## config.mk

```make
export PLATFORM = sky130hd
export DESIGN_NAME = segment_display_frame_serializer
export DESIGN_NICKNAME = d
export VERILOG_FILES = /design/src/design/sdfs_pkg.sv /design/src/design/sdfs_queue.sv /design/src/design/sdfs_front.sv /design/src/design/sdfs_back.sv /design/src/design/segment_display_frame_serializer.sv
export SDC_FILE = /design/constraint.sdc
export NUM_CORES = 1
export LEC_CHECK = 0
export BUFFER_PORTS_ARGS = -buffer_cell sky130_fd_sc_hd__buf_2
export CAP_MARGIN = 0
export CORE_ASPECT_RATIO = 1.25
export CORE_MARGIN = 3
export CORE_UTILIZATION = 23
export CTS_CLUSTER_DIAMETER = 120
export DETAILED_ROUTE_END_ITERATION = 7
export SLEW_MARGIN = 20
export SYNTH_ARGS = -nofsm -noshare
export SYNTH_HDL_FRONTEND = slang
export SYNTH_SLANG_ARGS = --single-unit
```

## constraint.sdc

```tcl
create_clock -name clk -period 4.7 [get_ports clk]
set_clock_uncertainty 0.15 [all_clocks]
set_input_delay 0 -clock clk [delete_from_list [all_inputs] [get_ports clk]]
set_output_delay 0 -clock clk [all_outputs]
set_load 0.05 [all_outputs]
```

## src/design/sdfs_pkg.sv

```systemverilog
// Shared types, constants and the hex digit table for the segment display frame serializer.
// No dependencies; every other design file refers to this package by scoped names.
package sdfs_pkg;

	// Default number of segment bytes an address frame may carry.
	localparam int MAX_DATA_BYTES_DEF = 4;

	// Depth of the frame queue between the front end and the slot sequencer.
	localparam int QUEUE_DEPTH = 2;

	// Number of segment fields present in one request.
	localparam int SEG_FIELDS = 4;

	// Bit slot counter value that stands for the acknowledge slot of a byte.
	localparam logic [3:0] BIT_ACK = 4'd8;

	// Reset values of the configuration registers.
	localparam logic [3:0] BRIGHTNESS_RST   = 4'd15;
	localparam logic [7:0] DATA_MODE_RST    = 8'h40;
	localparam logic [7:0] ADDRESS_BASE_RST = 8'hC0;
	localparam logic [7:0] DISPLAY_BASE_RST = 8'h80;

	// Configuration register indexes.
	typedef enum logic [1:0] {
		REG_BRIGHTNESS   = 2'd0,
		REG_DATA_MODE    = 2'd1,
		REG_ADDRESS_BASE = 2'd2,
		REG_DISPLAY_BASE = 2'd3
	} cfg_reg_t;

	// Frame selector codes.
	typedef enum logic [1:0] {
		FUNC_DATA_MODE = 2'd0,
		FUNC_ADDRESS   = 2'd1,
		FUNC_DISPLAY   = 2'd2,
		FUNC_NONE      = 2'd3
	} func_t;

	// Wire slot kinds.
	typedef enum logic [1:0] {
		KIND_START = 2'd0,
		KIND_BIT   = 2'd1,
		KIND_ACK   = 2'd2,
		KIND_STOP  = 2'd3
	} slot_kind_t;

	// Slot sequencer states.
	typedef enum logic [1:0] {
		SQ_IDLE,
		SQ_DATA,
		SQ_STOP
	} sdfs_state_t;

	// One frame request.
	typedef struct packed {
		logic [1:0] func;
		logic [1:0] start_pos;
		logic [2:0] byte_count;
		logic       hex_mode;
		logic [7:0] seg_first;
		logic [7:0] seg_second;
		logic [7:0] seg_third;
		logic [7:0] seg_fourth;
	} sdfs_in_t;

	// One wire slot.
	typedef struct packed {
		slot_kind_t slot_kind;
		logic       line_released;
		logic       last_slot;
	} sdfs_out_t;

	// Fill status of the frame queue.
	typedef struct packed {
		logic full;
		logic empty;
	} q_status_t;

	// Seven-segment pattern of a hex digit; D uses the lowercase d pattern.
	function automatic logic [7:0] seg_digit(input logic [3:0] digit);
		logic [7:0] pattern;
		unique case (digit)
			4'h0: pattern = 8'h3F;
			4'h1: pattern = 8'h06;
			4'h2: pattern = 8'h5B;
			4'h3: pattern = 8'h4F;
			4'h4: pattern = 8'h66;
			4'h5: pattern = 8'h6D;
			4'h6: pattern = 8'h7D;
			4'h7: pattern = 8'h07;
			4'h8: pattern = 8'h7F;
			4'h9: pattern = 8'h6F;
			4'hA: pattern = 8'h77;
			4'hB: pattern = 8'h7C;
			4'hC: pattern = 8'h39;
			4'hD: pattern = 8'h5E;
			4'hE: pattern = 8'h79;
			default: pattern = 8'h71;
		endcase
		return pattern;
	endfunction

endpackage

```

## src/design/sdfs_queue.sv

```systemverilog
// Small first-in first-out queue of frame descriptors.
// Depends on sdfs_pkg for the queue depth and the status struct.
module sdfs_queue #(
	parameter int DW    = 48,
	parameter int DEPTH = sdfs_pkg::QUEUE_DEPTH
) (
	input  logic                clk,
	input  logic                arst_n,
	input  logic                push,
	input  logic [DW-1:0]       wdata,
	input  logic                pop,
	output logic [DW-1:0]       rdata,
	output sdfs_pkg::q_status_t status
);

	localparam int AW = (DEPTH > 1) ? $clog2(DEPTH) : 1;
	localparam int CW = $clog2(DEPTH + 1);

	logic [DW-1:0] entry_q [DEPTH];
	logic [AW-1:0] wr_ptr_q;
	logic [AW-1:0] rd_ptr_q;
	logic [CW-1:0] count_q;
	logic          do_push;
	logic          do_pop;

	// Guard against pushing into a full queue or popping an empty one.
	assign do_push = push && !status.full;
	assign do_pop  = pop && !status.empty;

	assign status.full  = (count_q == CW'(DEPTH));
	assign status.empty = (count_q == '0);
	assign rdata        = entry_q[rd_ptr_q];

	// Entry storage; payload needs no reset.
	always_ff @(posedge clk) begin
		if (do_push) begin
			entry_q[wr_ptr_q] <= wdata;
		end
	end

	// Pointers and fill count.
	always_ff @(posedge clk or negedge arst_n) begin
		if (!arst_n) begin
			wr_ptr_q <= '0;
			rd_ptr_q <= '0;
			count_q  <= '0;
		end else begin
			if (do_push) begin
				wr_ptr_q <= (wr_ptr_q == AW'(DEPTH - 1)) ? '0 : wr_ptr_q + AW'(1);
			end
			if (do_pop) begin
				rd_ptr_q <= (rd_ptr_q == AW'(DEPTH - 1)) ? '0 : rd_ptr_q + AW'(1);
			end
			if (do_push && !do_pop) begin
				count_q <= count_q + CW'(1);
			end else if (do_pop && !do_push) begin
				count_q <= count_q - CW'(1);
			end
		end
	end

endmodule

```

## src/design/sdfs_front.sv

```systemverilog
// Front end: configuration registers, request decode and frame byte assembly.
// Depends on sdfs_pkg; pushes one descriptor per frame into sdfs_queue.
module sdfs_front #(
	parameter int MAX_DATA_BYTES = sdfs_pkg::MAX_DATA_BYTES_DEF,
	localparam int NB = MAX_DATA_BYTES + 1,
	localparam int CW = $clog2(NB + 1),
	localparam int DW = NB * 8 + CW
) (
	input  logic                clk,
	input  logic                arst_n,
	input  logic                cfg_we,
	input  logic [1:0]          cfg_index,
	input  logic [7:0]          cfg_wdata,
	input  logic                in_valid,
	output logic                in_ready,
	input  sdfs_pkg::sdfs_in_t  in_data,
	input  sdfs_pkg::q_status_t q_status,
	output logic                q_push,
	output logic [DW-1:0]       q_wdata
);

	logic [3:0]           brightness_q;
	logic [7:0]           data_mode_q;
	logic [7:0]           address_base_q;
	logic [7:0]           display_base_q;
	logic [NB-1:0][7:0]   frame_bytes;
	logic [CW-1:0]        frame_len;
	logic [3:0][7:0]      segs;
	logic [2:0]           seg_count;
	logic                 frame_kept;

	// Configuration register writes.
	always_ff @(posedge clk or negedge arst_n) begin
		if (!arst_n) begin
			brightness_q   <= sdfs_pkg::BRIGHTNESS_RST;
			data_mode_q    <= sdfs_pkg::DATA_MODE_RST;
			address_base_q <= sdfs_pkg::ADDRESS_BASE_RST;
			display_base_q <= sdfs_pkg::DISPLAY_BASE_RST;
		end else if (cfg_we) begin
			unique case (cfg_index)
				sdfs_pkg::REG_BRIGHTNESS:   brightness_q   <= cfg_wdata[3:0];
				sdfs_pkg::REG_DATA_MODE:    data_mode_q    <= cfg_wdata;
				sdfs_pkg::REG_ADDRESS_BASE: address_base_q <= cfg_wdata;
				sdfs_pkg::REG_DISPLAY_BASE: display_base_q <= cfg_wdata;
				default: ;
			endcase
		end
	end

	assign segs = {in_data.seg_fourth, in_data.seg_third, in_data.seg_second,
		in_data.seg_first};

	// Segment byte count, saturated to the frame capacity.
	assign seg_count = (in_data.byte_count > 3'(MAX_DATA_BYTES)) ?
		3'(MAX_DATA_BYTES) : in_data.byte_count;

	// Decode the selector into the command byte and the frame length.
	always_comb begin
		frame_bytes = '0;
		frame_len   = CW'(1);
		frame_kept  = 1'b1;
		unique case (in_data.func)
			sdfs_pkg::FUNC_DATA_MODE: begin
				frame_bytes[0] = data_mode_q;
			end
			sdfs_pkg::FUNC_ADDRESS: begin
				frame_bytes[0] = address_base_q + {6'd0, in_data.start_pos};
				frame_len      = CW'(seg_count) + CW'(1);
			end
			sdfs_pkg::FUNC_DISPLAY: begin
				frame_bytes[0] = display_base_q + {4'd0, brightness_q};
			end
			default: begin
				frame_kept = 1'b0;
			end
		endcase
		// Segment bytes; positions past the request fields send zero, or the digit 0 pattern in hex mode.
		if (in_data.func == sdfs_pkg::FUNC_ADDRESS) begin
			for (int k = 1; k < NB; k++) begin
				logic [7:0] raw;
				raw = (k <= sdfs_pkg::SEG_FIELDS) ? segs[2'((k - 1) & 3)] : 8'h00;
				frame_bytes[k] = in_data.hex_mode ? sdfs_pkg::seg_digit(raw[3:0]) : raw;
			end
		end
	end

	// Unused selectors are taken and dropped without a queue entry.
	assign in_ready = !q_status.full;
	assign q_push   = in_valid && in_ready && frame_kept;
	assign q_wdata  = {frame_len, frame_bytes};

endmodule

```

## src/design/sdfs_back.sv

```systemverilog
// Back end: slot sequencer that turns queued frame descriptors into wire slots.
// Depends on sdfs_pkg; pops descriptors from sdfs_queue and drives the output register.
module sdfs_back #(
	parameter int MAX_DATA_BYTES = sdfs_pkg::MAX_DATA_BYTES_DEF,
	localparam int NB = MAX_DATA_BYTES + 1,
	localparam int CW = $clog2(NB + 1),
	localparam int BW = $clog2(NB),
	localparam int DW = NB * 8 + CW
) (
	input  logic                clk,
	input  logic                arst_n,
	input  sdfs_pkg::q_status_t q_status,
	input  logic [DW-1:0]       q_rdata,
	output logic                q_pop,
	output logic                out_valid,
	input  logic                out_ready,
	output sdfs_pkg::sdfs_out_t out_data
);

	sdfs_pkg::sdfs_state_t state_q, state_d;
	logic [NB-1:0][7:0]    bytes_q;
	logic [CW-1:0]         len_q;
	logic [BW-1:0]         byte_idx_q, byte_idx_d;
	logic [3:0]            bit_idx_q, bit_idx_d;
	logic                  out_valid_q, out_valid_d;
	sdfs_pkg::sdfs_out_t   out_q, out_d;
	logic                  advance;
	logic [7:0]            cur_byte;

	// A new slot may be written whenever the output register is free or being emptied.
	assign advance  = !out_valid_q || out_ready;
	assign cur_byte = bytes_q[byte_idx_q];

	// Next state and slot generation.
	always_comb begin
		state_d     = state_q;
		byte_idx_d  = byte_idx_q;
		bit_idx_d   = bit_idx_q;
		out_valid_d = out_valid_q && !out_ready;
		out_d       = out_q;
		q_pop       = 1'b0;
		unique case (state_q)
			sdfs_pkg::SQ_IDLE: begin
				if (advance && !q_status.empty) begin
					q_pop       = 1'b1;
					byte_idx_d  = '0;
					bit_idx_d   = '0;
					out_valid_d = 1'b1;
					out_d       = '{sdfs_pkg::KIND_START, 1'b0, 1'b0};
					state_d     = sdfs_pkg::SQ_DATA;
				end
			end
			sdfs_pkg::SQ_DATA: begin
				if (advance) begin
					out_valid_d = 1'b1;
					if (bit_idx_q == sdfs_pkg::BIT_ACK) begin
						out_d     = '{sdfs_pkg::KIND_ACK, 1'b1, 1'b0};
						bit_idx_d = '0;
						if (CW'(byte_idx_q) + CW'(1) == len_q) begin
							state_d = sdfs_pkg::SQ_STOP;
						end else begin
							byte_idx_d = byte_idx_q + BW'(1);
						end
					end else begin
						out_d     = '{sdfs_pkg::KIND_BIT, cur_byte[bit_idx_q[2:0]], 1'b0};
						bit_idx_d = bit_idx_q + 4'd1;
					end
				end
			end
			sdfs_pkg::SQ_STOP: begin
				if (advance) begin
					out_valid_d = 1'b1;
					out_d       = '{sdfs_pkg::KIND_STOP, 1'b1, 1'b1};
					state_d     = sdfs_pkg::SQ_IDLE;
				end
			end
			default: begin
				state_d = sdfs_pkg::SQ_IDLE;
			end
		endcase
	end

	// Control state.
	always_ff @(posedge clk or negedge arst_n) begin
		if (!arst_n) begin
			state_q     <= sdfs_pkg::SQ_IDLE;
			byte_idx_q  <= '0;
			bit_idx_q   <= '0;
			out_valid_q <= 1'b0;
		end else begin
			state_q     <= state_d;
			byte_idx_q  <= byte_idx_d;
			bit_idx_q   <= bit_idx_d;
			out_valid_q <= out_valid_d;
		end
	end

	// Frame and slot payload.
	always_ff @(posedge clk) begin
		if (q_pop) begin
			{len_q, bytes_q} <= q_rdata;
		end
		out_q <= out_d;
	end

	assign out_valid = out_valid_q;
	assign out_data  = out_q;

endmodule

```

## src/design/segment_display_frame_serializer.sv

```systemverilog
// Top level of the segment display frame serializer: front end, frame queue and slot sequencer.
// Depends on sdfs_pkg, sdfs_front, sdfs_queue and sdfs_back.
//
// Each accepted request with a used selector becomes one wire frame: a start slot, nine slots
// per byte (eight data bits LSB first, then an acknowledge slot) and a stop slot, so a frame of
// n bytes is 2 + 9n slots, at most 47 with four segment bytes. The slot sequencer emits one
// slot per cycle while the output side takes them and opens the next frame in the cycle right
// after a stop slot; that sequencer sets the sustained rate. The front end takes a request in
// any cycle in which the two-entry frame queue has room, and a request with the unused selector
// is taken and dropped without producing slots. Configuration writes take effect on the next
// request that is accepted.
module segment_display_frame_serializer #(
	parameter int MAX_DATA_BYTES = sdfs_pkg::MAX_DATA_BYTES_DEF
) (
	input  logic                clk,
	input  logic                arst_n,
	input  logic                cfg_we,
	input  logic [1:0]          cfg_index,
	input  logic [7:0]          cfg_wdata,
	input  logic                in_valid,
	output logic                in_ready,
	input  sdfs_pkg::sdfs_in_t  in_data,
	output logic                out_valid,
	input  logic                out_ready,
	output sdfs_pkg::sdfs_out_t out_data
);

	localparam int NB = MAX_DATA_BYTES + 1;
	localparam int CW = $clog2(NB + 1);
	localparam int DW = NB * 8 + CW;

	sdfs_pkg::q_status_t q_status;
	logic                q_push;
	logic                q_pop;
	logic [DW-1:0]       q_wdata;
	logic [DW-1:0]       q_rdata;

	// Request decode and frame assembly.
	sdfs_front #(
		.MAX_DATA_BYTES(MAX_DATA_BYTES)
	) u_front (
		.clk      (clk),
		.arst_n   (arst_n),
		.cfg_we   (cfg_we),
		.cfg_index(cfg_index),
		.cfg_wdata(cfg_wdata),
		.in_valid (in_valid),
		.in_ready (in_ready),
		.in_data  (in_data),
		.q_status (q_status),
		.q_push   (q_push),
		.q_wdata  (q_wdata)
	);

	// Frame descriptor queue.
	sdfs_queue #(
		.DW   (DW),
		.DEPTH(sdfs_pkg::QUEUE_DEPTH)
	) u_queue (
		.clk   (clk),
		.arst_n(arst_n),
		.push  (q_push),
		.wdata (q_wdata),
		.pop   (q_pop),
		.rdata (q_rdata),
		.status(q_status)
	);

	// Slot sequencer and output register.
	sdfs_back #(
		.MAX_DATA_BYTES(MAX_DATA_BYTES)
	) u_back (
		.clk      (clk),
		.arst_n   (arst_n),
		.q_status (q_status),
		.q_rdata  (q_rdata),
		.q_pop    (q_pop),
		.out_valid(out_valid),
		.out_ready(out_ready),
		.out_data (out_data)
	);

`ifndef ASSERT_OFF
	// The front end never pushes a frame into a full queue.
	a_no_push_full: assert property (@(posedge clk) disable iff (!arst_n)
		q_push |-> !q_status.full)
		else $error("frame pushed into a full queue");

	// The sequencer never pops an empty queue.
	a_no_pop_empty: assert property (@(posedge clk) disable iff (!arst_n)
		q_pop |-> !q_status.empty)
		else $error("frame popped from an empty queue");

	// A popped frame always appears as a start slot in the next cycle.
	a_pop_start: assert property (@(posedge clk) disable iff (!arst_n)
		q_pop |=> (out_valid && out_data.slot_kind == sdfs_pkg::KIND_START))
		else $error("popped frame did not open with a start slot");

	// The frame end flag marks exactly the stop slots.
	a_last_is_stop: assert property (@(posedge clk) disable iff (!arst_n)
		out_valid |-> (out_data.last_slot == (out_data.slot_kind == sdfs_pkg::KIND_STOP)))
		else $error("frame end flag does not match the stop slot");
`endif

endmodule
```

---- Word level (Yosys, flattened, before mapping) ----
Memories as Yosys holds them, arrays and structs flattened. A register that Yosys moved wholly into a read port is not among the register bits.
Index checks and enable logic that the tools add are counted.
word-level totals
  bits in latches ......................... 0
  input port bits ......................... 55
  bits in read-only memories .............. 448
  logic and storage cells ................. 122
  bits in writable memories ............... 86
  memories ................................ 5
  bits in registers ....................... 46
cells by class
  multipliers ............................. 0
  muxes and demuxes ....................... 43
  equal/unequal tests ..................... 16
  add/subtract/negate cells ............... 9
  $lt $le $gt $ge ......................... 3
  reduce and logical (&&, ||, !) cells .... 32
  div/mod/pow operators ................... 0
  shift-type cells ........................ 0
  bitwise operators ....................... 0
memories
  name              depth  bits a word  read ports  clocked after memory_dff  wr ports  RTL line          RTL
  (name not given)  16     7            1           0                         0         sdfs_pkg.sv:82    unique case (digit)
  (name not given)  16     7            1           0                         0         sdfs_pkg.sv:82
  (name not given)  16     7            1           0                         0         sdfs_pkg.sv:82
  (name not given)  16     7            1           0                         0         sdfs_pkg.sv:82
  u_queue.entry_q   2      43           1           1                         1         sdfs_queue.sv:19  logic [DW-1:0] entry_q [DEPTH];
operators with widths
  operator               count
  $mux W8                5
  $mux W32               1
  $bmux W8 S3            1
  $mux W4                6
  $pmux W8 S3            1
  $mux W3                6
  $mux W2                7
  $pmux W4 S3            1
  $eq A2 B2 Y1 const B   5
  $mux W1                10
  $ne A2 B1 Y1 const B   5
  $reduce_and A5 Y1      2
  $add A8 B2 Y8          1
  $add A8 B4 Y8          1
  $logic_and A1 B1 Y1    8
  $logic_not A2 Y1       4
  $lt A3 B4 Y1 const B   2
  $pmux W4 S2            1
  $reduce_and A2 Y1      4
  $add A3 B1 Y3 const B  2
  $eq A2 B1 Y1 const B   3
  $logic_not A1 Y1       6
  $pmux W2 S3            1
  $pmux W3 S2            1
  other kinds (17)       19

---- Depth between registers and ports, before layout ----
Gate-level depths: netlist of run 1.
  word-level depth ........................ 9
  depth in mapped cells ................... 10
  mapped depth without buffers ............ 9

---- By module ----
From an unflattened synthesis of run 1, not the netlist that was laid out.
unflattened totals
  cell total of the unflattened synthesis .. 565
  area, all modules ....................... 8425.6 sq um
by module, submodules not included
  module      area each (sq um)  sequential area each (sq um)  times used  cells an instance
  sdfs_queue  3500.9             2682.6                        1           153
  sdfs_back   2481.1             1661.6                        1           152
  sdfs_front  2443.6             710.7                         1           260

---- Worst setup path after synthesis of run 1 ----
No wires, ideal clock.
  path kind ............................... reg-to-reg
  from .................................... reg u_queue.count_q[0]
  to ...................................... mem u_queue.entry_q[0][0] in the netlist's numbering, enable pin
  clock period less this slack ............ 2881 ps
  data required time ...................... 4137 ps
  arrival ................................. 2318 ps
  path slack .............................. 1819 ps
  stages on the path, launching flop included .. 4
  cell sequence ........................... dfrtp_1 -> nand2b_1 -> nand3_1 -> nor2_1
on the way
  word-level cells in the longest chain between the ends .. 7
ends and longest elaborated chain
  element                            RTL line                                RTL
  start, declared                    sdfs_queue.sv:22                        logic [CW-1:0] count_q;
  start signal, assigned             sdfs_queue.sv:55                        count_q <= count_q + CW'(1);
  start signal, assigned             sdfs_queue.sv:57                        count_q <= count_q - CW'(1);
  $eq A2 B2 Y1 (*)                   sdfs_queue.sv:30                        assign status.full = (count_q == CW'(DEPTH));
  $logic_not A1 Y1 (*)               sdfs_front.sv:88                        assign in_ready = !q_status.full;
  named net in_ready                 segment_display_frame_serializer.sv:21  output logic in_ready,
  $logic_and A1 B1 Y1 (2 in series)  sdfs_front.sv:89                        assign q_push = in_valid && in_ready && frame_kept;
  $logic_and A1 B1 Y1 (*)            sdfs_queue.sv:27                        assign do_push = push && !status.full;
  $mux W1 (*)                        sdfs_queue.sv:36                        if (do_push) begin
  $mux W1 (not written as such) (*)  sdfs_queue.sv:37                        entry_q[wr_ptr_q] <= wdata;
  end, declared                      sdfs_queue.sv:19
The timed path passes the listed nets; every way through them passes the cells marked *.

---- Worst setup path in the final report of run 1 ----
  from .................................... reg u_back.state_q[1]
  to ...................................... reg u_back.bytes_q[20] in the netlist's numbering, read port of u_queue.entry_q, enable pin
on the way
  word-level cells in the longest chain between the ends .. 2
ends and longest elaborated chain
  element                 RTL line         RTL
  start, declared         sdfs_back.sv:20  sdfs_pkg::sdfs_state_t state_q, state_d;
  start signal, assigned  sdfs_back.sv:86  state_q <= sdfs_pkg::SQ_IDLE;
  start signal, assigned  sdfs_back.sv:91  state_q <= state_d;
  $logic_not A2 Y1        sdfs_back.sv:42  unique case (state_q)
  $mux W1                 sdfs_back.sv:42
  end, declared           sdfs_back.sv:21  logic [NB-1:0][7:0] bytes_q;
Every way passes these cells.
A chain may end at the register's enable or synchronous reset.

==> results of run 1 <==
[power groups by stage]
| stage | sequential, W | combinational, W | clock, W |
|---|---|---|---|
| 2_1_floorplan | 0.00180 | 0.000837 | 0 |
| 3_3_place_gp | 0.00181 | 0.00109 | 0 |
| 3_5_place_dp | 0.00182 | 0.00111 | 0 |
| 4_1_cts | 0.00180 | 0.00114 | 0.00145 |
| 5_1_grt | 0.00183 | 0.00124 | 0.00150 |
| 6_report | 0.00179 | 0.00111 | 0.00142 |
[cells by family (layout without fill, tap and decap cells)]
kind of cell,after synthesis,after routing
buf+inv,37,130
simple gates,110,110
xor+xnor,20,20
flops,130,130
mux,72,72
compound gates,89,89
fa+ha+maj,27,27
[routing by layer]
metal | vias to the layer above | routed length, µm
li1 | 1975 | -
met1 | 1952 | 5360
met2 | 69 | 6660
met3 | 18 | 454
met4 | 0 | 212
met5 | - | 0
[worst max path at each step]
stage | from | to | slack, ns
detailed placement | u_back.state_q[0] | u_back.bytes_q[20] | 1.94
finish | u_back.state_q[1] | u_back.bytes_q[20] | 1.64
floorplan | u_queue.count_q[0] | u_queue.entry_q[0][0] | 1.82
CTS | u_back.state_q[0] | u_back.bytes_q[20] | 1.91
global route | u_back.state_q[0] | u_back.bytes_q[20] | 1.33
global placement | u_back.state_q[0] | u_back.bytes_q[21] | 1.98
[cell usage in the layout (no fill, tap or decap), drive strengths merged, types with 9 or more instances in the layout]
cell type / synthesis / final
mux2i: 11 / 11
nor2: 23 / 23
xnor2: 12 / 12
o21ai: 18 / 18
buf: 6 / 47
dfrtp: 34 / 34
dlygate4sd3: 0 / 35
inv: 16 / 19
nand2b: 9 / 9
ha: 25 / 25
nand3: 16 / 16
nand2: 23 / 23
edfxtp: 88 / 88
mux2: 58 / 58
clkbuf: 15 / 24
a21oi: 29 / 29
[final cells by class]
cell class,instances,area share [%]
multi-input combinational,318,31.6
clock buffer,24,6.97
timing repair buffer,82,7.48
sequential,130,46.5
tap,345,5.42
clock inverter,8,1.32
inverter,16,0.754
[state kept, by name, summed over array words and instances (netlist names)]
name / flops
u_front.brightness_q: 4
u_queue.rd_ptr_q: 1
u_back.bit_idx_q: 4
u_queue.wr_ptr_q: 1
u_back.byte_idx_q: 3
u_front.address_base_q: 8
u_front.data_mode_q: 8
u_queue.count_q: 2
u_back.out_valid: 1
u_back.state_q: 2
u_queue.entry_q: 56
u_back.len_q: 3
u_front.display_base_q: 8
u_back.out_data: 4
u_back.bytes_q: 25
[per-stage QoR]
| stage | instances | instance area [µm²] | total power (W) | util (%) |
|---|---|---|---|---|
| 5_1_grt | 923 | 7970 | 0.00458 | 29.4 |
| 2_1_floorplan | 485 | 6380 | 0.00264 | - |
| 3_5_place_dp | 856 | 6950 | 0.00292 | 25.7 |
| 6_report | 923 | 7970 | 0.00432 | 29.4 |
| 4_1_cts | 923 | 7960 | 0.00438 | 29.4 |
| 3_3_place_gp | 856 | 6950 | 0.00290 | 25.7 |
[timing repair]
item / 4_1_cts / 5_1_grt
gates resized for setup: 0 / 0
hold buffers: 35 / 0
hold endpoints to repair: 112 / 0
==> impl_metrics.env, run 1 <==
export IMPL_fin_tns_setup_ns=0
export IMPL_power_switching_w=0.00127
export IMPL_synth_edf_count=88
export IMPL_grt_busiest_layer="met2"
export IMPL_ir_drop_mv=0.297
export IMPL_outcome="finished, violations left"
export IMPL_boundaryPins=61
export IMPL_syn_inst=485
export IMPL_cts_tree="done"
export IMPL_synth_cell_type_count=54
export IMPL_synth_warnings=0
export IMPL_fmax_ghz=0.327
export IMPL_yosysSeqAreaShare_pct=58.1
export IMPL_fill_cells=2722
export IMPL_drt_iter0_drc=241
export IMPL_drc_errors=0
export IMPL_antenna_left=0
export IMPL_drt_total_wl_mm=12.7
export IMPL_drive_above_1_share_pct=26.1
export IMPL_grt_usage_pct=8.99
export IMPL_hold_viol=34
export IMPL_seqPwrFrac_pct=41.5
export IMPL_setup_viol=0
export IMPL_cp_cell_sequence="inv_1 -> ha_1 -> or3b_1 -> and2_1 -> nand2_1 -> clkinv_1"
export IMPL_ys_ff_latch=130
export IMPL_synthArstFlopShare_pct=32.3
export IMPL_period_minus_slack_ns=3.06
export IMPL_multiInputGateArea_um2=2510
export IMPL_vias=4014
export IMPL_die_area_um2=29800
export IMPL_setup_ws_ns=1.64
export IMPL_pwr_share_comb_pct=25.7
export IMPL_hold_worst_slack_ns=-0.0257
export IMPL_violations="negative hold slack"
export IMPL_grt_pass1_vias=4261
export IMPL_met1_usage_pct=10.1
export IMPL_r2r_cells=6
export IMPL_area_growth_syn_to_layout_pct=24.9
export IMPL_synth_compound_area_share_pct=8.87
export IMPL_yosysTopAreaCell="edfxtp_1"
export IMPL_crit_slowest_cell="clkinv_1"
export IMPL_firstDrtPassIters=4
export IMPL_die_y_um=192
export IMPL_synth_net_count=567
export IMPL_post_cts_buffers=0
export IMPL_clock_power_share_pct=32.8
export IMPL_gp_congestion=0.771
export IMPL_p_leak_nw=3.01
export IMPL_post_drt_via_cell_ratio=4.35
export IMPL_crit_path_start_kind="flop"
export IMPL_timing_final_crit_share_pct=65.1
export IMPL_grt_pass1_wl_mm=21.4
export IMPL_die_w_um=155
export IMPL_portBuffers=44
export IMPL_grt_max_degree=43
export IMPL_yosys_top_cells_area="edfxtp_1 (41%), dfrtp_1 (13%), mux2_2 (10%)"
export IMPL_synth_mux_area_share_pct=13.0
export IMPL_critPathMaxStageDelay_ns=0.76
export IMPL_dp_slack_ns=1.94
export IMPL_numCtsBuffers=17
export IMPL_internal_power_w=0.00305
export IMPL_ys_top_cells_by_count="edfxtp_1 (88), mux2_2 (58), dfrtp_1 (34)"
export IMPL_crit_path_end_kind="flop"
export IMPL_slew_viol_final=0
export IMPL_path_class="reg -> reg"
export IMPL_relSlewSlack_pct=36.4
export IMPL_h_tree_depth=4
export IMPL_power_density_nw_per_um2=542
export IMPL_insertion_delay_ns=0.41
export IMPL_synth_area_um2=6380
export IMPL_critPathTopFamily="buffers and inverters"
export IMPL_final_nets=647
export IMPL_cts_max_path_buffers=2
export IMPL_met3_usage_pct=2.50
export IMPL_antenna_found_initial=0
export IMPL_regArea_um2=3700
export IMPL_rsz0062_at_grt="no"
export IMPL_synth_simple_area_share_pct=9.01
export IMPL_rrSetupSlack_ns=1.64
export IMPL_synth_top_area_share_pct=41.4
export IMPL_synthAdderAreaFrac_pct=5.53
export IMPL_dp_hpwl_mm=8.74
export IMPL_crit_required_ns=4.41
export IMPL_avgSynthCellArea_um2=13.1
export IMPL_synth_top_flop_cell="edfxtp_1"
export IMPL_synth_xor_area_share_pct=2.96
export IMPL_met2_usage_pct=16.3
export IMPL_wl_per_cell_um=13.7
export IMPL_cp_arrival_ns=2.77
export IMPL_n_antenna_cell=0
export IMPL_core_area_um2=27100
export IMPL_synth_top_family_by_area="multiplexers"
export IMPL_swShare_pct=29.5
export IMPL_hold_path_class="in -> async"
export IMPL_tightest_slew_ns=0.949
export IMPL_post_synth_top_count_cell="edfxtp_1"
export IMPL_cp_depth=6
export IMPL_critical_path_buf_inv_count=2
export IMPL_cts_sinks=130
export IMPL_worstPathMaxFanout=28
export IMPL_cts_reportedPaths_clkPinSlew_ns=0.06
export IMPL_r2r_start="u_back.state_q[1]"
export IMPL_placementRows=67
export IMPL_gr_total_overflow=0
export IMPL_max_cap_violations=0
export IMPL_clockRootBuffer="clkbuf_16"
export IMPL_initial_core_util_pct=23.6
export IMPL_timing_rr_end="u_back.bytes_q[20]"
(Power assumes the default switching activity.)
==> run 2, diff against run 1 <==
Settings changed: ABC_AREA set to 1.
Clock period 4.7 ns to 2.85 ns, I/O delays scaled along.
==> impl_metrics.env, run 2 <==
export IMPL_internal_power_w=0.00474
export IMPL_clockRootBuffer="clkbuf_16"
export IMPL_post_synth_top_count_cell="nand2_1"
export IMPL_tightest_slew_ns=0.601
export IMPL_power_density_nw_per_um2=880
export IMPL_cts_sinks=130
export IMPL_p_leak_nw=3.23
export IMPL_n_antenna_cell=0
export IMPL_initial_core_util_pct=23.5
export IMPL_max_cap_violations=0
export IMPL_synth_edf_count=88
export IMPL_dp_hpwl_mm=9.23
export IMPL_top_register="u_queue.entry_q"
export IMPL_drc_errors=0
export IMPL_setup_viol=0
export IMPL_seqPwrFrac_pct=41.0
export IMPL_path_class="in -> reg"
export IMPL_hold_worst_slack_ns=-0.0140
export IMPL_timing_rr_end="u_queue.entry_q[0][6]"
export IMPL_power_switching_w=0.00225
export IMPL_die_area_um2=29600
export IMPL_grt_pass1_vias=4600
export IMPL_swShare_pct=32.2
export IMPL_fin_tns_setup_ns=0
export IMPL_drive_above_1_share_pct=19.7
export IMPL_synth_top_area_share_pct=41.7
export IMPL_numCtsBuffers=17
export IMPL_largest_register_ffs=56
export IMPL_area_growth_syn_to_layout_pct=25.2
export IMPL_clock_power_share_pct=31.2
export IMPL_synth_net_count=682
export IMPL_drt_iter0_drc=242
export IMPL_syn_inst=600
export IMPL_rrSetupSlack_ns=0.76
export IMPL_outcome="finished, violations left"
export IMPL_worstPathMaxFanout=2
export IMPL_cp_arrival_ns=2.19
export IMPL_final_nets=773
export IMPL_h_tree_depth=4
export IMPL_final_common_cell="nand2_1"
export IMPL_timing_final_crit_share_pct=76.5
export IMPL_antenna_left=0
export IMPL_crit_path_end_kind="flop"
export IMPL_most_common_layout_cells="nand2_1 (109), edfxtp_1 (88), inv_1 (52), o21ai_0 (50), buf_2 (43)"
export IMPL_crit_path_start_kind="input pin"
export IMPL_cts_tree="done"
export IMPL_cts_max_path_buffers=2
export IMPL_r2r_start="u_front.display_base_q[0]"
export IMPL_hold_path_class="in -> async"
export IMPL_fmax_ghz=0.459
export IMPL_die_y_um=192
export IMPL_cts_reportedPaths_clkPinSlew_ns=0.06
export IMPL_relSlewSlack_pct=59.8
export IMPL_ys_top_cells_by_count="nand2_1 (109), edfxtp_1 (88), inv_1 (52)"
export IMPL_gr_total_overflow=0
export IMPL_yosysTopAreaCell="edfxtp_1"
export IMPL_grt_pass1_wl_mm=22.3
export IMPL_post_drt_via_cell_ratio=4.24
export IMPL_dp_slack_ns=0.747
export IMPL_yosysSeqAreaShare_pct=58.5
export IMPL_boundaryPins=61
export IMPL_drt_total_wl_mm=13.1
export IMPL_synth_warnings=0
export IMPL_synth_top_flop_cell="edfxtp_1"
export IMPL_slew_viol_final=0
export IMPL_ys_ff_latch=130
export IMPL_crit_required_ns=2.86
export IMPL_wl_per_cell_um=12.5
export IMPL_antenna_found_initial=0
export IMPL_hold_viol=17
export IMPL_vias=4447
export IMPL_fill_cells=2813
export IMPL_portBuffers=44
export IMPL_rsz0062_at_grt="no"
export IMPL_avgSynthCellArea_um2=10.6
export IMPL_placementRows=67
export IMPL_violations="negative hold slack"
export IMPL_grt_max_degree=43
export IMPL_insertion_delay_ns=0.42
export IMPL_yosys_top_cells_area="edfxtp_1 (42%), dfrtp_1 (13%), nand2_1 (6.5%)"
export IMPL_core_area_um2=27000
export IMPL_ir_drop_mv=0.455
export IMPL_synthArstFlopShare_pct=32.3
export IMPL_firstDrtPassIters=5
export IMPL_synth_area_um2=6330
export IMPL_pwr_share_comb_pct=27.8
export IMPL_grt_usage_pct=9.47
export IMPL_setup_ws_ns=0.669
export IMPL_r2r_cells=8
export IMPL_period_minus_slack_ns=2.18
export IMPL_gp_congestion=0.790
export IMPL_synth_cell_type_count=44
export IMPL_die_w_um=154
[run 2: cell types whose count changed in the layout (fill, tap and decap cells not counted), moves of 8 or more]
cell / before / now
nand2_1: 23 / 109
inv_1: 15 / 52
o21ai_0: 18 / 50
mux2_2: 58 / 28
nand3_1: 15 / 42
nor2_1: 22 / 39
mux2i_1: 11 / 0
inv_2: 0 / 9
nand2b_1: 9 / 0
nor2b_1: 8 / 0
o21ai_1: 0 / 8
[run 2: layout make-up]
| cell class | count | area (µm²) | share of cell area [%] |
|---|---|---|---|
| well taps | 345 | 432 | 5.44 |
| flip-flops and latches | 130 | 3700 | 46.7 |
| repair buffers | 89 | 658 | 8.30 |
| clock buffers | 17 | 425 | 5.36 |
| multi-input cells | 390 | 2310 | 29.1 |
| clock inverters | 15 | 165 | 2.08 |
| inverters | 63 | 239 | 3.01 |
[run 2: metal layers]
layer | vias to the layer above | track usage, % | part of all wire [%]
li1 | 2259 | - | -
met1 | 2090 | 10.2 | 42
met2 | 83 | 17.3 | 53
met3 | 15 | 2.26 | 2.7
met4 | 0 | 4.55 | 1.9
met5 | - | 0 | 0
[run 2: repair_timing]
action | CTS | global route
hold buffers | 39 | 0
gates resized for setup | 0 | 0
buffers inserted | 0 | 0
endpoints found under the hold margin | 104 | 0
[run 2: worst max-delay path, stage by stage]
cell and delay [ns]:
dlygate4sd3_1 0.54, buf_2 0.12, o21ai_0 0.15, inv_1 0.07, nor2_1 0.12, dlygate4sd3_1 0.57, nand2_1 0.04, dlygate4sd3_1 0.57
[run 2: how the worst max path moves through the flow]
stage	from	end	slack, ns
2_1_floorplan	u_queue.count_q[1]	u_queue.entry_q[1][0]	0.05
3_3_place_gp	u_front.display_base_q[0]	u_queue.entry_q[0][6]	0.77
3_5_place_dp	u_front.display_base_q[0]	u_queue.entry_q[0][6]	0.75
4_1_cts	in_data[33]	u_queue.entry_q[1][40]	0.69
5_1_grt	in_data[33]	u_queue.entry_q[1][40]	0.56
6_report	in_data[33]	u_queue.entry_q[1][40]	0.67
[run 2: cells by family (layout without fill, tap and decap cells)]
| group | Yosys count | in the layout | share of synthesized area [%] |
|---|---|---|---|
| fa+ha+maj | 27 | 27 | 5.57 |
| simple gates | 217 | 217 | 14.5 |
| xor+xnor | 11 | 11 | 1.52 |
| buf+inv | 80 | 184 | 5.15 |
| mux | 28 | 28 | 4.98 |
| flops | 130 | 130 | 58.5 |
| compound gates | 107 | 107 | 9.78 |
[run 2: metrics by stage]
| step | total power, W | area [µm²] | util, % | hold WS, ns | instances |
|---|---|---|---|---|---|
| finish | 0.00698 | 7930 | 29.4 | -0.0140 | 1049 |
| global route | 0.00743 | 7930 | 29.4 | 0.0594 | 1049 |
| CTS | 0.00709 | 7930 | 29.4 | 0.0251 | 1049 |
| detailed placement | 0.00484 | 6950 | 25.7 | 0.0875 | 978 |
| global placement | 0.00480 | 6950 | 25.7 | 0.0733 | 978 |
| floorplan | 0.00433 | 6330 | - | -0.446 | 600 |
[run 2: power by group through the flow]
stage / Combinational [W] / Sequential (W) / Clock, W
finish: 0.00194 / 0.00286 / 0.00218
detailed placement: 0.00194 / 0.00290 / 0
CTS: 0.00199 / 0.00287 / 0.00223
global placement: 0.00191 / 0.00289 / 0
global route: 0.00220 / 0.00292 / 0.00231
floorplan: 0.00138 / 0.00295 / 0
==> run 3, diff against run 2 <==
Settings changed: ABC_AREA 1 to 0.
Clock period 2.85 ns to 2.02 ns, I/O delays scaled along.
==> impl_metrics.env, run 3 (synthesis gave the netlist of run 1 again) <==
export IMPL_outcome="finished, violations left"
export IMPL_violations="negative setup slack"
export IMPL_swShare_pct=30.3
export IMPL_pwr_share_comb_pct=31.8
export IMPL_drive_above_1_share_pct=33.9
export IMPL_setup_ws_ns=-0.166
export IMPL_gp_congestion=0.785
export IMPL_setup_viol=2
export IMPL_tightest_slew_ns=0.558
export IMPL_cp_arrival_ns=2.19
export IMPL_drc_errors=0
export IMPL_drt_total_wl_mm=13.0
export IMPL_most_common_layout_cells="edfxtp_1 (88), mux2_2 (58), buf_2 (44), dlygate4sd3_1 (33), dfrtp_1 (32)"
export IMPL_final_cell_area_um2=8300
export IMPL_grt_pass1_wl_mm=21.4
export IMPL_crit_path_start_kind="flop"
export IMPL_wl_per_cell_um=13.7
export IMPL_seqPwrFrac_pct=40.1
export IMPL_gr_total_overflow=0
export IMPL_relSlewSlack_pct=62.8
export IMPL_numCtsBuffers=17
export IMPL_grt_max_degree=43
export IMPL_critPathMaxStageDelay_ns=0.38
export IMPL_post_drt_via_cell_ratio=4.34
export IMPL_regArea_um2=3710
export IMPL_dp_slack_ns=-0.136
export IMPL_cts_sinks=130
export IMPL_drt_iter0_drc=159
export IMPL_h_tree_depth=4
export IMPL_cts_tree="done"
export IMPL_portBuffers=44
export IMPL_internal_power_w=0.00720
export IMPL_area_growth_syn_to_layout_pct=30.1
export IMPL_hold_worst_slack_ns=0.0298
export IMPL_power_switching_w=0.00312
export IMPL_die_y_um=192
export IMPL_crit_slowest_cell="dfrtp_1"
export IMPL_max_cap_violations=0
export IMPL_boundaryPins=61
export IMPL_slew_viol_final=0
export IMPL_worstPathMaxFanout=2
export IMPL_grt_pass1_vias=4280
export IMPL_final_nets=676
export IMPL_initial_core_util_pct=23.6
export IMPL_ir_drop_mv=0.559
export IMPL_fin_cells=952
export IMPL_p_leak_nw=3.14
export IMPL_vias=4130
export IMPL_placed_area_um2=7260
export IMPL_dp_cells=882
export IMPL_crit_path_end_kind="flop"
export IMPL_final_common_cell="edfxtp_1"
export IMPL_fill_cells=2696
export IMPL_critical_path_buf_inv_count=0
export IMPL_dp_hpwl_mm=9.02
export IMPL_power_density_nw_per_um2=1240
export IMPL_clockRootBuffer="clkbuf_16"
export IMPL_n_antenna_cell=0
export IMPL_period_minus_slack_ns=2.19
export IMPL_clock_power_share_pct=28.1
export IMPL_cp_cell_sequence="ha_2 -> fa_2 -> a21o_1 -> a21oi_2 -> nor2_1 -> xor2_1 -> a221o_1"
export IMPL_timing_final_crit_share_pct=108
export IMPL_hold_path_class="in -> reg"
export IMPL_path_class="reg -> reg"
export IMPL_crit_required_ns=2.03
export IMPL_firstDrtPassIters=4
export IMPL_cts_reportedPaths_clkPinSlew_ns=0.06
export IMPL_largest_register_ffs=56
export IMPL_die_w_um=155
export IMPL_multiInputGateArea_um2=2640
export IMPL_fmax_ghz=0.458
export IMPL_top_register="u_queue.entry_q"
export IMPL_rsz0062_at_grt="yes"
export IMPL_critPathTopFamily="compound AO/OA/AOI/OAI gates"
export IMPL_die_area_um2=29800
export IMPL_core_area_um2=27100
export IMPL_placementRows=67
export IMPL_grt_usage_pct=9.08
export IMPL_antenna_found_initial=0
export IMPL_insertion_delay_ns=0.42
export IMPL_hold_viol=0
export IMPL_cts_max_path_buffers=2
export IMPL_antenna_left=0
## run 3: changes by cell type in the layout (fill, tap and decap cells not counted), sizes merged, moves of 19 or more
| cell | change |
|---|---|
| buf | +28 |
| inv | -45 |
| mux2 | +30 |
| nand2 | -89 |
| nand3 | -27 |
| nor2 | -19 |
| o21ai | -42 |
## run 3: metal layers
layer / vias up / GRT usage (%) / wire length (µm)
li1: 2035 / - / -
met1: 2014 / 10.2 / 5520
met2: 64 / 16.3 / 6900
met3: 17 / 1.89 / 354
met4: 0 / 4.21 / 272
met5: - / 0 / 0
## run 3: power by group through the flow
stage	clock network (W)	logic (W)	registers [W]
2_1_floorplan	0	0.00204	0.00419
3_3_place_gp	0	0.00302	0.00416
3_5_place_dp	0	0.00307	0.00418
4_1_cts	0.00296	0.00316	0.00414
5_1_grt	0.00308	0.00364	0.00421
6_report	0.00290	0.00328	0.00414
## run 3: through the flow
| step | setup TNS (ns) | total power [W] | util, % |
|---|---|---|---|
| after floorplan | -7.58 | 0.00624 | - |
| final | -0.330 | 0.0103 | 30.6 |
| after global routing | -2.01 | 0.0109 | 30.6 |
| after CTS | -0.411 | 0.0103 | 30.2 |
| after global placement | -0.586 | 0.00718 | 26.8 |
| after detailed placement | -0.632 | 0.00725 | 26.8 |
## run 3: worst reg2reg max path, delay by kind of cell (launching register included)
family                     cells  cell delay, ns
AOI/OAI and AO/OA              3            0.66
xor gates and xnor gates       1            0.14
adders and majority gates      2            0.53
DFF                            1            0.38
and+or+nand+nor                1            0.07
## run 3: worst paths after layout
| path | to | start | slack, ns | cells after the start |
|---|---|---|---|---|
| worst max-delay path | u_queue.entry_q[0][6] | u_front.display_base_q[0] | -0.17 | 7 |
| worst min-delay path | u_queue.entry_q[0][10] | in_data[26] | 0.03 | 3 |
| worst max register to register | u_queue.entry_q[0][6] | u_front.display_base_q[0] | -0.17 | 7 |
| worst min register to register | u_back.bit_idx_q[3] | u_back.bit_idx_q[3] | 0.34 | 1 |
| max in group asynchronous | u_back.bit_idx_q[1] | arst_n | 1.25 | 3 |
| min in group asynchronous | u_front.display_base_q[0] | arst_n | 0.05 | 3 |
## run 3: layout make-up
class,instances,area share [%]
multi-input cells,318,31.8
flip-flops and latches,130,44.7
well taps,345,5.20
clock inverters,6,0.468
repair buffers,111,10.6
inverters,16,0.769
clock buffers,26,6.43
## run 3: repair_timing
item | CTS | global route
setup buffers | 0 | 5
hold endpoints to repair | 120 | 0
hold buffers | 33 | 0
pin swaps | 3 | 5
endpoints found under the setup margin | 8 | 13
resized for setup | 5 | 17
